## config.mk

```make
export PLATFORM = sky130hd
export DESIGN_NAME = rect_pair_separating_axis_test_unit
export DESIGN_NICKNAME = d
export VERILOG_FILES = /design/src/rpsat_pkg.sv /design/src/rpsat_dp.sv /design/src/rect_pair_separating_axis_test_unit.sv
export VERILOG_INCLUDE_DIRS = /design/src /design/src/src
export SDC_FILE = /design/constraint.sdc
export NUM_CORES = 2
export LEC_CHECK = 0
export ABC_AREA = 1
export ABC_CLOCK_PERIOD_IN_PS = 13210
export BUFFER_PORTS_ARGS = -buffer_cell sky130_fd_sc_hd__buf_2
export CAP_MARGIN = 20
export CORE_MARGIN = 2
export CORE_UTILIZATION = 40
export DETAILED_ROUTE_END_ITERATION = 6
export SLEW_MARGIN = 20
export SYNTH_ARGS = -nofsm -noshare
export SYNTH_HDL_FRONTEND = slang
export SYNTH_SLANG_ARGS = --single-unit
```

## constraint.sdc

```tcl
create_clock -name clk -period 13.21 [get_ports clk]
set_input_delay 1.321 -clock clk [delete_from_list [all_inputs] [get_ports clk]]
set_output_delay 1.321 -clock clk [all_outputs]
set_load 0.02 [all_outputs]
```

## src/rect_pair_separating_axis_test_unit_macros.svh

```systemverilog
// ---------------------------------------------------------------------------
// Assertion macros for the rectangle pair separating axis test unit
// Checks compile away when SYNTHESIS is defined.
// ---------------------------------------------------------------------------
`ifndef RECT_PAIR_SEPARATING_AXIS_TEST_UNIT_MACROS_SVH
`define RECT_PAIR_SEPARATING_AXIS_TEST_UNIT_MACROS_SVH
`ifndef SYNTHESIS
// Property must hold at every clock edge outside reset.
`define RPSAT_ASSERT(name, clk, rst, prop) \
  name: assert property (@(posedge clk) disable iff (rst) prop) \
    else $error("rpsat assertion failed");
// Condition must never be true outside reset.
`define RPSAT_NEVER(name, clk, rst, cond) \
  name: assert property (@(posedge clk) disable iff (rst) !(cond)) \
    else $error("rpsat forbidden condition seen");
`else
`define RPSAT_ASSERT(name, clk, rst, prop)
`define RPSAT_NEVER(name, clk, rst, cond)
`endif
`endif

```

## src/rpsat_pkg.sv

```systemverilog
// ---------------------------------------------------------------------------
// rpsat_pkg
// Shared constants, microcode format and control structs of the unit.
// ---------------------------------------------------------------------------
package rpsat_pkg;

  localparam int COORD_WIDTH_DEF = 16;
  localparam int SHAPE_CORNERS   = 4;
  localparam int TOTAL_CORNERS   = 2 * SHAPE_CORNERS;
  localparam int NUM_AXES        = 4;
  localparam int CORNER_IDX_W    = $clog2(TOTAL_CORNERS);
  localparam int AXIS_W          = $clog2(NUM_AXES);
  localparam int UPC_W           = 3;

  // Datapath operation of one microcode step
  typedef enum logic [2:0] {
    UOP_FROM,
    UOP_NEXT,
    UOP_AXIS,
    UOP_SWEEP,
    UOP_TEST
  } uop_t;

  // Sequencing rule of one microcode step
  typedef enum logic [1:0] {
    JMP_STEP,
    JMP_WHILE_BUSY,
    JMP_AXIS_LOOP
  } jmp_t;

  typedef struct packed {
    uop_t             op;
    jmp_t             jmp;
    logic [UPC_W-1:0] target;
  } uword_t;

  localparam logic [UPC_W-1:0] UPC_FROM  = UPC_W'(0);
  localparam logic [UPC_W-1:0] UPC_NEXT  = UPC_W'(1);
  localparam logic [UPC_W-1:0] UPC_AXIS  = UPC_W'(2);
  localparam logic [UPC_W-1:0] UPC_SWEEP = UPC_W'(3);
  localparam logic [UPC_W-1:0] UPC_TEST  = UPC_W'(4);

  typedef enum logic {
    SEQ_IDLE,
    SEQ_RUN
  } seq_state_t;

  // Control from sequencer to datapath
  typedef struct packed {
    logic                    latch_prev;
    logic                    load_axis;
    logic                    corner_vld;
    logic [CORNER_IDX_W-1:0] corner_idx;
  } ctl_t;

  // Status from datapath to sequencer
  typedef struct packed {
    logic busy;
    logic sep;
  } sts_t;

  // Program: per axis fetch edge start, fetch edge end, form axis,
  // sweep all corners through the projection pipe, then test intervals.
  function automatic uword_t ucode_rom(input logic [UPC_W-1:0] upc);
    uword_t w;
    unique case (upc)
      UPC_FROM:  w = '{op: UOP_FROM,  jmp: JMP_STEP,       target: UPC_FROM};
      UPC_NEXT:  w = '{op: UOP_NEXT,  jmp: JMP_STEP,       target: UPC_FROM};
      UPC_AXIS:  w = '{op: UOP_AXIS,  jmp: JMP_STEP,       target: UPC_FROM};
      UPC_SWEEP: w = '{op: UOP_SWEEP, jmp: JMP_WHILE_BUSY, target: UPC_SWEEP};
      UPC_TEST:  w = '{op: UOP_TEST,  jmp: JMP_AXIS_LOOP,  target: UPC_FROM};
      default:   w = '{op: UOP_TEST,  jmp: JMP_AXIS_LOOP,  target: UPC_FROM};
    endcase
    return w;
  endfunction

endpackage

```

## src/rpsat_dp.sv

```systemverilog
// ---------------------------------------------------------------------------
// rpsat_dp
// Axis former, projection pipe (two multipliers, adder) and interval tracker.
// ---------------------------------------------------------------------------
module rpsat_dp #(
  parameter int COORD_WIDTH = rpsat_pkg::COORD_WIDTH_DEF
) (
  input  logic                          clk,
  input  logic                          rst,
  input  rpsat_pkg::ctl_t               ctl,
  input  logic signed [COORD_WIDTH-1:0] rd_x,
  input  logic signed [COORD_WIDTH-1:0] rd_y,
  output rpsat_pkg::sts_t               sts
);
  import rpsat_pkg::*;

  localparam int AW = COORD_WIDTH + 1;
  localparam int PW = COORD_WIDTH + AW;
  localparam int SW = PW + 1;

  logic signed [COORD_WIDTH-1:0] prev_x, prev_y;
  logic signed [AW-1:0] dx, dy, ax, ay;
  logic signed [PW-1:0] prod_p, prod_q;
  logic signed [SW-1:0] proj, lo0, hi0, lo1, hi1, cur_lo, cur_hi, new_lo, new_hi;
  logic v1, v2, s1, s2, f1, f2;

  assign dx = AW'(rd_x) - AW'(prev_x);
  assign dy = AW'(rd_y) - AW'(prev_y);

  always_comb begin
    cur_lo = s2 ? lo1 : lo0;
    cur_hi = s2 ? hi1 : hi0;
    new_lo = (f2 || (proj < cur_lo)) ? proj : cur_lo;
    new_hi = (f2 || (proj > cur_hi)) ? proj : cur_hi;
  end

  always_ff @(posedge clk) begin
    if (rst) begin
      v1 <= 1'b0;
      v2 <= 1'b0;
    end else begin
      v1 <= ctl.corner_vld;
      v2 <= v1;
    end
  end

  always_ff @(posedge clk) begin
    if (ctl.latch_prev) begin
      prev_x <= rd_x;
      prev_y <= rd_y;
    end
    if (ctl.load_axis) begin
      ax <= -dy;
      ay <= dx;
    end
    prod_p <= PW'(rd_x) * PW'(ax);
    prod_q <= PW'(rd_y) * PW'(ay);
    s1     <= ctl.corner_idx[CORNER_IDX_W-1];
    f1     <= (ctl.corner_idx[CORNER_IDX_W-2:0] == '0);
    proj   <= SW'(prod_p) + SW'(prod_q);
    s2     <= s1;
    f2     <= f1;
    if (v2) begin
      if (s2) begin
        lo1 <= new_lo;
        hi1 <= new_hi;
      end else begin
        lo0 <= new_lo;
        hi0 <= new_hi;
      end
    end
  end

  assign sts.busy = v1 || v2;
  assign sts.sep  = (hi0 < lo1) || (hi1 < lo0);

endmodule

```

## src/rect_pair_separating_axis_test_unit.sv

```systemverilog
// ---------------------------------------------------------------------------
// rect_pair_separating_axis_test_unit
// Overlap test of two rotated rectangles by separating axes, microcoded.
// ---------------------------------------------------------------------------
//   Input channel (in_valid/in_ready, corner_x, corner_y) takes one corner
//   word per handshake: four corners of the first rectangle in perimeter
//   order, then four of the second. Coordinates are signed Q11.4.
//   Output channel (out_valid/out_ready, overlap) delivers one word per
//   eight corners: 1 when the shapes overlap or touch, 0 when separated.
//   Corners are taken one per cycle while the sequencer is idle. After the
//   eighth the sequencer runs, per axis, edge fetch, axis forming, corner
//   sweep and interval test over up to four axes, stopping at the first
//   separating one. The corner memory has a single read port and the
//   datapath one multiplier pair.
//   in_ready is low while the sequencer runs. A result waiting on a stalled
//   receiver does not block corners of the next pair, but the eighth corner
//   is held off until that result is taken.
//   Reset clears the corner count, the sequencer and the output valid; the
//   corner memory keeps whatever it held.
// ---------------------------------------------------------------------------
`include "rect_pair_separating_axis_test_unit_macros.svh"
module rect_pair_separating_axis_test_unit #(
  parameter int COORD_WIDTH = rpsat_pkg::COORD_WIDTH_DEF
) (
  input  logic                          clk,
  input  logic                          rst,
  input  logic                          in_valid,
  output logic                          in_ready,
  input  logic signed [COORD_WIDTH-1:0] corner_x,
  input  logic signed [COORD_WIDTH-1:0] corner_y,
  output logic                          out_valid,
  input  logic                          out_ready,
  output logic                          overlap
);
  import rpsat_pkg::*;

  localparam int IDX_W = CORNER_IDX_W;
  localparam int CNT_W = IDX_W + 1;

  // Corner memory: one write port (load), one registered read port (edge fetch and sweep)
  logic [2*COORD_WIDTH-1:0] corner_mem [TOTAL_CORNERS];

  seq_state_t           state, state_next;
  logic [UPC_W-1:0]     upc, upc_next;
  logic [AXIS_W-1:0]    axis, axis_next;
  logic [CNT_W-1:0]     issue_cnt, issue_cnt_next;
  logic [IDX_W-1:0]     load_count;
  uword_t               uword;

  logic                 in_acc, last_corner, issue_pending, sweep_busy;
  logic                 rd_en, rd_sweep, run_done, result;
  logic [IDX_W-1:0]     from_addr, rd_addr, rd_idx;
  logic signed [COORD_WIDTH-1:0] rd_x, rd_y;
  logic                 rd_vld;

  ctl_t                 ctl;
  sts_t                 sts;

  assign uword         = ucode_rom(upc);
  assign in_acc        = in_valid && in_ready;
  assign last_corner   = (load_count == IDX_W'(TOTAL_CORNERS - 1));
  assign issue_pending = (issue_cnt < CNT_W'(TOTAL_CORNERS));
  assign sweep_busy    = issue_pending || rd_vld || sts.busy;
  // First corner of the axis edge: shape base plus edge select
  assign from_addr     = IDX_W'(axis[AXIS_W-1] * SHAPE_CORNERS) + IDX_W'(axis[0]);

  // Sequencer next state
  always_comb begin
    state_next     = state;
    upc_next       = upc;
    axis_next      = axis;
    issue_cnt_next = issue_cnt;
    unique case (state)
      SEQ_IDLE: begin
        if (in_acc && last_corner) begin
          state_next = SEQ_RUN;
          upc_next   = UPC_FROM;
          axis_next  = '0;
        end
      end
      SEQ_RUN: begin
        unique case (uword.jmp)
          JMP_STEP:       upc_next = upc + 1'b1;
          JMP_WHILE_BUSY: upc_next = sweep_busy ? uword.target : upc + 1'b1;
          JMP_AXIS_LOOP: begin
            if (run_done) begin
              state_next = SEQ_IDLE;
            end else begin
              axis_next = axis + 1'b1;
              upc_next  = uword.target;
            end
          end
          default:        state_next = SEQ_IDLE;
        endcase
        if (uword.op == UOP_AXIS) begin
          issue_cnt_next = '0;
        end else if (rd_sweep) begin
          issue_cnt_next = issue_cnt + 1'b1;
        end
      end
      default: state_next = SEQ_IDLE;
    endcase
  end

  // Sequencer outputs: decode the control word
  always_comb begin
    in_ready       = (state == SEQ_IDLE) && !(last_corner && out_valid);
    rd_en          = 1'b0;
    rd_sweep       = 1'b0;
    rd_addr        = from_addr;
    run_done       = 1'b0;
    result         = 1'b0;
    ctl.latch_prev = 1'b0;
    ctl.load_axis  = 1'b0;
    ctl.corner_vld = rd_vld;
    ctl.corner_idx = rd_idx;
    if (state == SEQ_RUN) begin
      unique case (uword.op)
        UOP_FROM: begin
          rd_en   = 1'b1;
          rd_addr = from_addr;
        end
        UOP_NEXT: begin
          rd_en          = 1'b1;
          rd_addr        = from_addr + 1'b1;
          ctl.latch_prev = 1'b1;
        end
        UOP_AXIS: ctl.load_axis = 1'b1;
        UOP_SWEEP: begin
          rd_en    = issue_pending;
          rd_sweep = issue_pending;
          rd_addr  = issue_cnt[IDX_W-1:0];
        end
        UOP_TEST: begin
          // stop at the first separating axis, or after the last one
          run_done = sts.sep || (axis == AXIS_W'(NUM_AXES - 1));
          result   = !sts.sep;
        end
        default: ;
      endcase
    end
  end

  always_ff @(posedge clk) begin
    if (rst) begin
      state      <= SEQ_IDLE;
      upc        <= UPC_FROM;
      axis       <= '0;
      issue_cnt  <= '0;
      load_count <= '0;
      rd_vld     <= 1'b0;
      out_valid  <= 1'b0;
    end else begin
      state     <= state_next;
      upc       <= upc_next;
      axis      <= axis_next;
      issue_cnt <= issue_cnt_next;
      rd_vld    <= rd_sweep;
      if (in_acc) begin
        load_count <= load_count + 1'b1;
      end
      if (run_done) begin
        out_valid <= 1'b1;
      end else if (out_ready) begin
        out_valid <= 1'b0;
      end
    end
  end

  // Memory write on load, registered read for the sequencer; result word
  always_ff @(posedge clk) begin
    if (in_acc) begin
      corner_mem[load_count] <= {corner_y, corner_x};
    end
    if (rd_en) begin
      {rd_y, rd_x} <= corner_mem[rd_addr];
      rd_idx       <= rd_addr;
    end
    if (run_done) begin
      overlap <= result;
    end
  end

  rpsat_dp #(
    .COORD_WIDTH(COORD_WIDTH)
  ) u_dp (
    .clk  (clk),
    .rst  (rst),
    .ctl  (ctl),
    .rd_x (rd_x),
    .rd_y (rd_y),
    .sts  (sts)
  );

  // A run always starts right after the eighth corner, so the count is back at zero
  `RPSAT_ASSERT(a_run_load_zero, clk, rst, (state == SEQ_RUN) |-> (load_count == '0))
  // A run never starts while the previous result is still pending
  `RPSAT_NEVER(a_run_out_pending, clk, rst, (state == SEQ_RUN) && out_valid)
  // A result word only comes out of a run
  `RPSAT_ASSERT(a_result_from_run, clk, rst, $rose(out_valid) |-> $past(state == SEQ_RUN))
  // Sweep data only follows a sweep read
  `RPSAT_ASSERT(a_rd_from_sweep, clk, rst, rd_vld |-> $past(state == SEQ_RUN && uword.op == UOP_SWEEP))

endmodule
```

# After elaboration in Yosys (flattened, before gate mapping)
# Memories as Yosys holds them, arrays and structs flattened. A register that Yosys moved wholly into a read port is not among the register bits.
# Index checks and enable logic that the tools add are counted.
# totals
reg_bits,327
mem_bits_rw,256
input_bits,36
output_inout_bits,3
wordCells,124
mem_count,1
# memory_table
memory,depth,word_bits,read_ports,rd_ports_with_merged_regs,wr,line_no,source
corner_mem,8,32,1,1,1,rect_pair_separating_axis_test_unit.sv:41,logic [2*COORD_WIDTH-1:0] corner_mem [TOTAL_CORNERS];
# op_classes
n_addsub,10
multipliers,2
n_lt_le_gt_ge,5
n_eq_ne,16
muxes,35
bitwise,2
reduce_logical,27
# ops
op,count
34-bit two-way mux,4
34-bit < comparator,3
16-bit by 17-bit multiplier with 33-bit output,2
33-bit by 33-bit adder with 34-bit output,1
34-bit > comparator,1
16-bit by 16-bit subtractor with 17-bit output,2
8-bit one-hot mux with 4 select lines,1
17-bit negator,1
1-bit two-way mux,13
3-bit by 2-bit == test with 1-bit output (second input constant),4
3-bit two-way mux,4
3-bit one-hot mux with 2 select lines,2
3-bit by 1-bit adder with 3-bit output (second input constant),3
3-bit one-hot mux with 3 select lines,1
2-bit two-way mux,4
4-bit two-way mux,2
2-bit AND reduction,4
1-bit logical OR,7
3-bit by 1-bit == test with 1-bit output (second input constant),2
3-bit == test (second input constant),2
3-bit zero test,2
1-bit one-hot mux with 2 select lines,3
3-bit AND reduction,2
4-bit by 1-bit adder with 4-bit output (second input constant),1
other kinds (16),26

# Longest topological paths before layout
# logic_depth
depth_word,8
depth_mapped,28
mapped_depth_nobuf,26

# Hierarchy
# A second synthesis with hierarchy kept.
# hier_totals
hier_cells,5956
hier_area_um2,52211.3
# by_module_without_submodules
mod,n_inst,cells_each,area_each_um2,seq_area_each_um2
rpsat_dp,1,4667,38808.5,8187.9
rect_pair_separating_axis_test_unit,1,1289,13402.9,9068.7

# Worst setup path after synthesis
# OpenSTA, ideal clock, no wires.
# synth_timing
path_kind,flip-flop to flip-flop
startpoint,reg rd_y[5] (read register of corner_mem)
endpoint,reg u_dp.prod_q[29]
setup_ns,0.123
arrival_time_ns,5.753
t_required_ns,13.087
setup_slack_ns,7.334
path_stages_with_launch,22
n_path_buf,2
period_less_slack_ns,5.876
path_cell_list,edfxtp_1 -> clkbuf_1 -> clkbuf_1 -> nand2_1 -> fa_1 -> inv_1 -> fa_1 -> fa_1 -> fa_1 -> fa_1 -> inv_1 -> fa_1 -> inv_1 -> ha_1 -> nand2_1 -> nor4_1 -> nand2_1 -> o211ai_1 -> nand3_1 -> nand2_1 -> a21oi_1 -> xor2_1
# synth_between
elab_chain_len,1
# synth_rtl
element,line_no,source
from (decl),rect_pair_separating_axis_test_unit.sv:53,"logic signed [COORD_WIDTH-1:0] rd_x, rd_y;"
16-bit by 17-bit multiplier with 33-bit output,rpsat_dp.sv:57,prod_q <= PW'(rd_y) * PW'(ay);
to (signal assigned),rpsat_dp.sv:57,
to (decl),rpsat_dp.sv:23,"logic signed [PW-1:0] prod_p, prod_q;"
# No other way between the ends.
# A chain may end at the register's enable or synchronous reset.

# Worst setup path after layout
# layout_timing
startpoint,reg rd_y[1] (read register of corner_mem)
endpoint,reg u_dp.prod_q[29]
# Same word-level chain as after synthesis.

==> results.tsv <==
metric	value	unit
cts_sinks	615	
hold_path.class	flop to flop	
path_class	flop to flop	
wl	115000	um
final_nets	6066	
overflow	0	
synthTopCellsByArea	edfxtp_1 (30%), fa_1 (23%), ha_1 (9.6%)	
status	complete, no violations	
power_frac_seq	42.8	%
tightest_slew	1.13	ns
yosysSeqAreaShare	35.1	%
p_leak	25.5	nW
dp_cells	6652	
cp.arrival	7.11	ns
post_cts_resize_count	0	
netlist_instances	5156	
clock_path_buffers	3	
setup_tns	0	ns
place.port_buffers	38	
core_region_area	122000	um2
dr.pass1.iters	6	
cp-end-kind	flop	
utilization	43.6	%
cts.clk_slew.worst_paths	0.06	ns
critical_path.most_common_cell	fa_1	
grt_max_degree	85	
setup-violations-final	0	
grtUsageTotal	18.7	%
postPlaceCellArea	50800	um2
maxCapViolations	0	
drt-initial-drc-count	2294	
insertion_delay	0.64	ns
start_util	40.3	%
die_h	354	um
routabilityCongestion	0.882	
finalMaxSlewViolations	0	
antenna_found_initial	5	
viasPerCell	4.91	
cp-start-kind	flop	
via_count	33300	
cts_max_level	3	
netlist_area	49100	um2
worstPathRequired	13.71	ns
swShare	32.2	%
max_freq	0.151	GHz
antennaDiodeCount	0	
yosys.area.top_type	edfxtp_1	
io_pins	39	
cts_setup_buffers	0	
yosysUniqueCellTypes	51	
dieArea	126000	um2
fp-row-count	128	
drc	0	
synthArstFlopShare	0	%
post-route-min-period	6.61	ns
synth_flop_cell	edfxtp_1	
p_sw	1.85	mW
grt_pass1_vias	34700	
cts_inserted_buffers	70	
finalHoldViolCount	0	
p_comb_share	23.9	%
hold_buffers	0	
hpwlAfterDp	84100	um
chipWidth	354	um
synth_top_area_share	30.2	%
instances_no_fill	6780	
relSlewSlack	24.6	%
crit_fanout	20	
ant_nets	0	
fillers	11700	
cp.depth	19	
cellPowerDensity	108	nW/um2
synth_edf_count	494	
avgSynthCellArea	9.53	um2
grt_setup_unrepaired	false	
synth_nets	6123	
slowest_delay	0.91	ns
ys_seq_elements	615	
grt_pass1_wl	187000	um
p_int	3.89	mW
ir_drop	0.148	mV
post-route-period-util	50.0	%
clkPwrFrac	33.4	%
cts_root_buf	clkbuf_16	
r2r_cells	19	
area_delta_synth_final	8.10	%
crit_buf_inv	3	
cts_tree	built	
crit_chain	nand2_1 -> inv_1 -> fa_1 -> fa_1 -> fa_1 -> fa_1 -> fa_1 -> inv_1 -> fa_1 -> inv_1 -> ha_1 -> nand2_1 -> nor4_1 -> nand2_1 -> o211ai_1 -> nand3_1 -> nand2_1 -> a21oi_1 -> xor2_1	
final_layout_size_suffix_gt1_share	4.35	%
drt-wirelength-per-cell	17.0	um
critPathTopFamily	adder cells	
finClkSkew	0.0356	ns
crit_path_top_delay_cell	fa_1	
min_path_cells	0	
design_area	53100	um2
ys.warnings.count	0	
-- area by class of cell --
cell class / count / area (um2) / share of cell area (%)
inverters: 1094 / 4110 / 7.74
multi-input cells: 3251 / 27000 / 50.9
flip-flops and latches: 615 / 17300 / 32.5
clock inverters: 40 / 428 / 0.806
repair buffers: 67 / 408 / 0.768
clock buffers: 88 / 1850 / 3.49
well taps: 1625 / 2030 / 3.83
-- metal layers --
layer,routed length (um),up-vias,part of all wire (%),track usage [%]
li1,-,16100,-,-
met1,51300,16300,45,24.9
met2,56000,714,49,32.4
met3,5470,161,4.8,2.64
met4,2200,10,1.9,4.10
met5,55,-,0.048,0
-- cells by family after synthesis --
group / synth area share [%]
DFF: 35.1
buffers and inverters: 10.1
AOI/OAI and AO/OA: 7.58
adders and majority gates: 32.2
xor gates and xnor gates: 2.44
and+or+nand+nor: 11.9
muxes: 0.695
-- worst register-to-register path, stage by stage (launching register included) --
cell      delay [ns]
edfxtp_1        0.87
nand2_1         0.22
inv_1           0.18
fa_1            0.57
fa_1            0.91
fa_1            0.53
fa_1            0.51
fa_1            0.49
inv_1           0.05
fa_1            0.48
inv_1           0.04
ha_1            0.36
nand2_1         0.14
nor4_1          0.35
nand2_1         0.08
o211ai_1        0.26
nand3_1         0.11
nand2_1         0.11
a21oi_1         0.08
xor2_1          0.15
-- through the flow --
step / total power, mW / setup slack (ns) / hold WS, ns
after floorplan: 3.45 / 7.33 / 0.310
after global placement: 3.83 / 6.73 / 0.314
after detailed placement: 3.86 / 6.61 / 0.315
after CTS: 5.78 / 6.60 / 0.324
after global routing: 6.05 / 6.11 / 0.337
final: 5.74 / 6.60 / 0.323
-- synth_stat cells (33+ instances only) --
| library cell | n |
|---|---|
| dfxtp_1 | 121 |
| mux2i_1 | 33 |
| xnor2_1 | 56 |
| fa_1 | 555 |
| ha_1 | 376 |
| nor2_1 | 291 |
| edfxtp_1 | 494 |
| o21ai_0 | 250 |
| nand2_1 | 1015 |
| a21oi_1 | 205 |
| clkbuf_1 | 144 |
| nand3_1 | 86 |
| xor2_1 | 81 |
| o21ai_1 | 72 |
| inv_1 | 1089 |
| o22ai_1 | 64 |
-- flip-flops by register name (all words and copies together), names as in the netlist, 2 cells and up --
name and cells:
corner_mem 256, u_dp.hi0 34, u_dp.hi1 34, u_dp.lo0 34, u_dp.lo1 34, u_dp.proj 34
u_dp.prod_p 33, u_dp.prod_q 33, u_dp.ax 17, u_dp.ay 17, rd_x 16, rd_y 16
u_dp.prev_x 16, u_dp.prev_y 16, issue_cnt 4, load_count 3, rd_idx 3, upc 3
axis 2
-- worst paths after layout --
check	start	endpoint	slack, ns
min reg2reg	u_dp.f1	u_dp.f2	0.32
min	u_dp.f1	u_dp.f2	0.32
max reg2reg	rd_y[1]	u_dp.prod_q[29]	6.60
max	rd_y[1]	u_dp.prod_q[29]	6.60
-- cells in the final DEF (no fill, tap or decap), drive strengths merged, types with 9 or more instances in the layout --
cell,n
a21o,19
a21oi,209
buf,67
clkbuf,88
clkinv,31
dfxtp,121
edfxtp,494
fa,555
ha,376
inv,1096
mux2i,33
nand2,1024
nand3,88
nand4,24
nor2,292
nor3,19
nor4,10
o21a,10
o21ai,330
o21bai,9
o22ai,64
or2,10
xnor2,56
xor2,81
-- power groups by stage --
stage          combinational, mW  sequential, mW  clock (mW)
2_1_floorplan               1.03            2.43           0
3_3_place_gp                1.33            2.50           0
3_5_place_dp                1.36            2.50           0
4_1_cts                     1.37            2.46        1.96
5_1_grt                     1.55            2.47        2.04
6_report                    1.37            2.45        1.92
(Power assumes the default switching activity.)
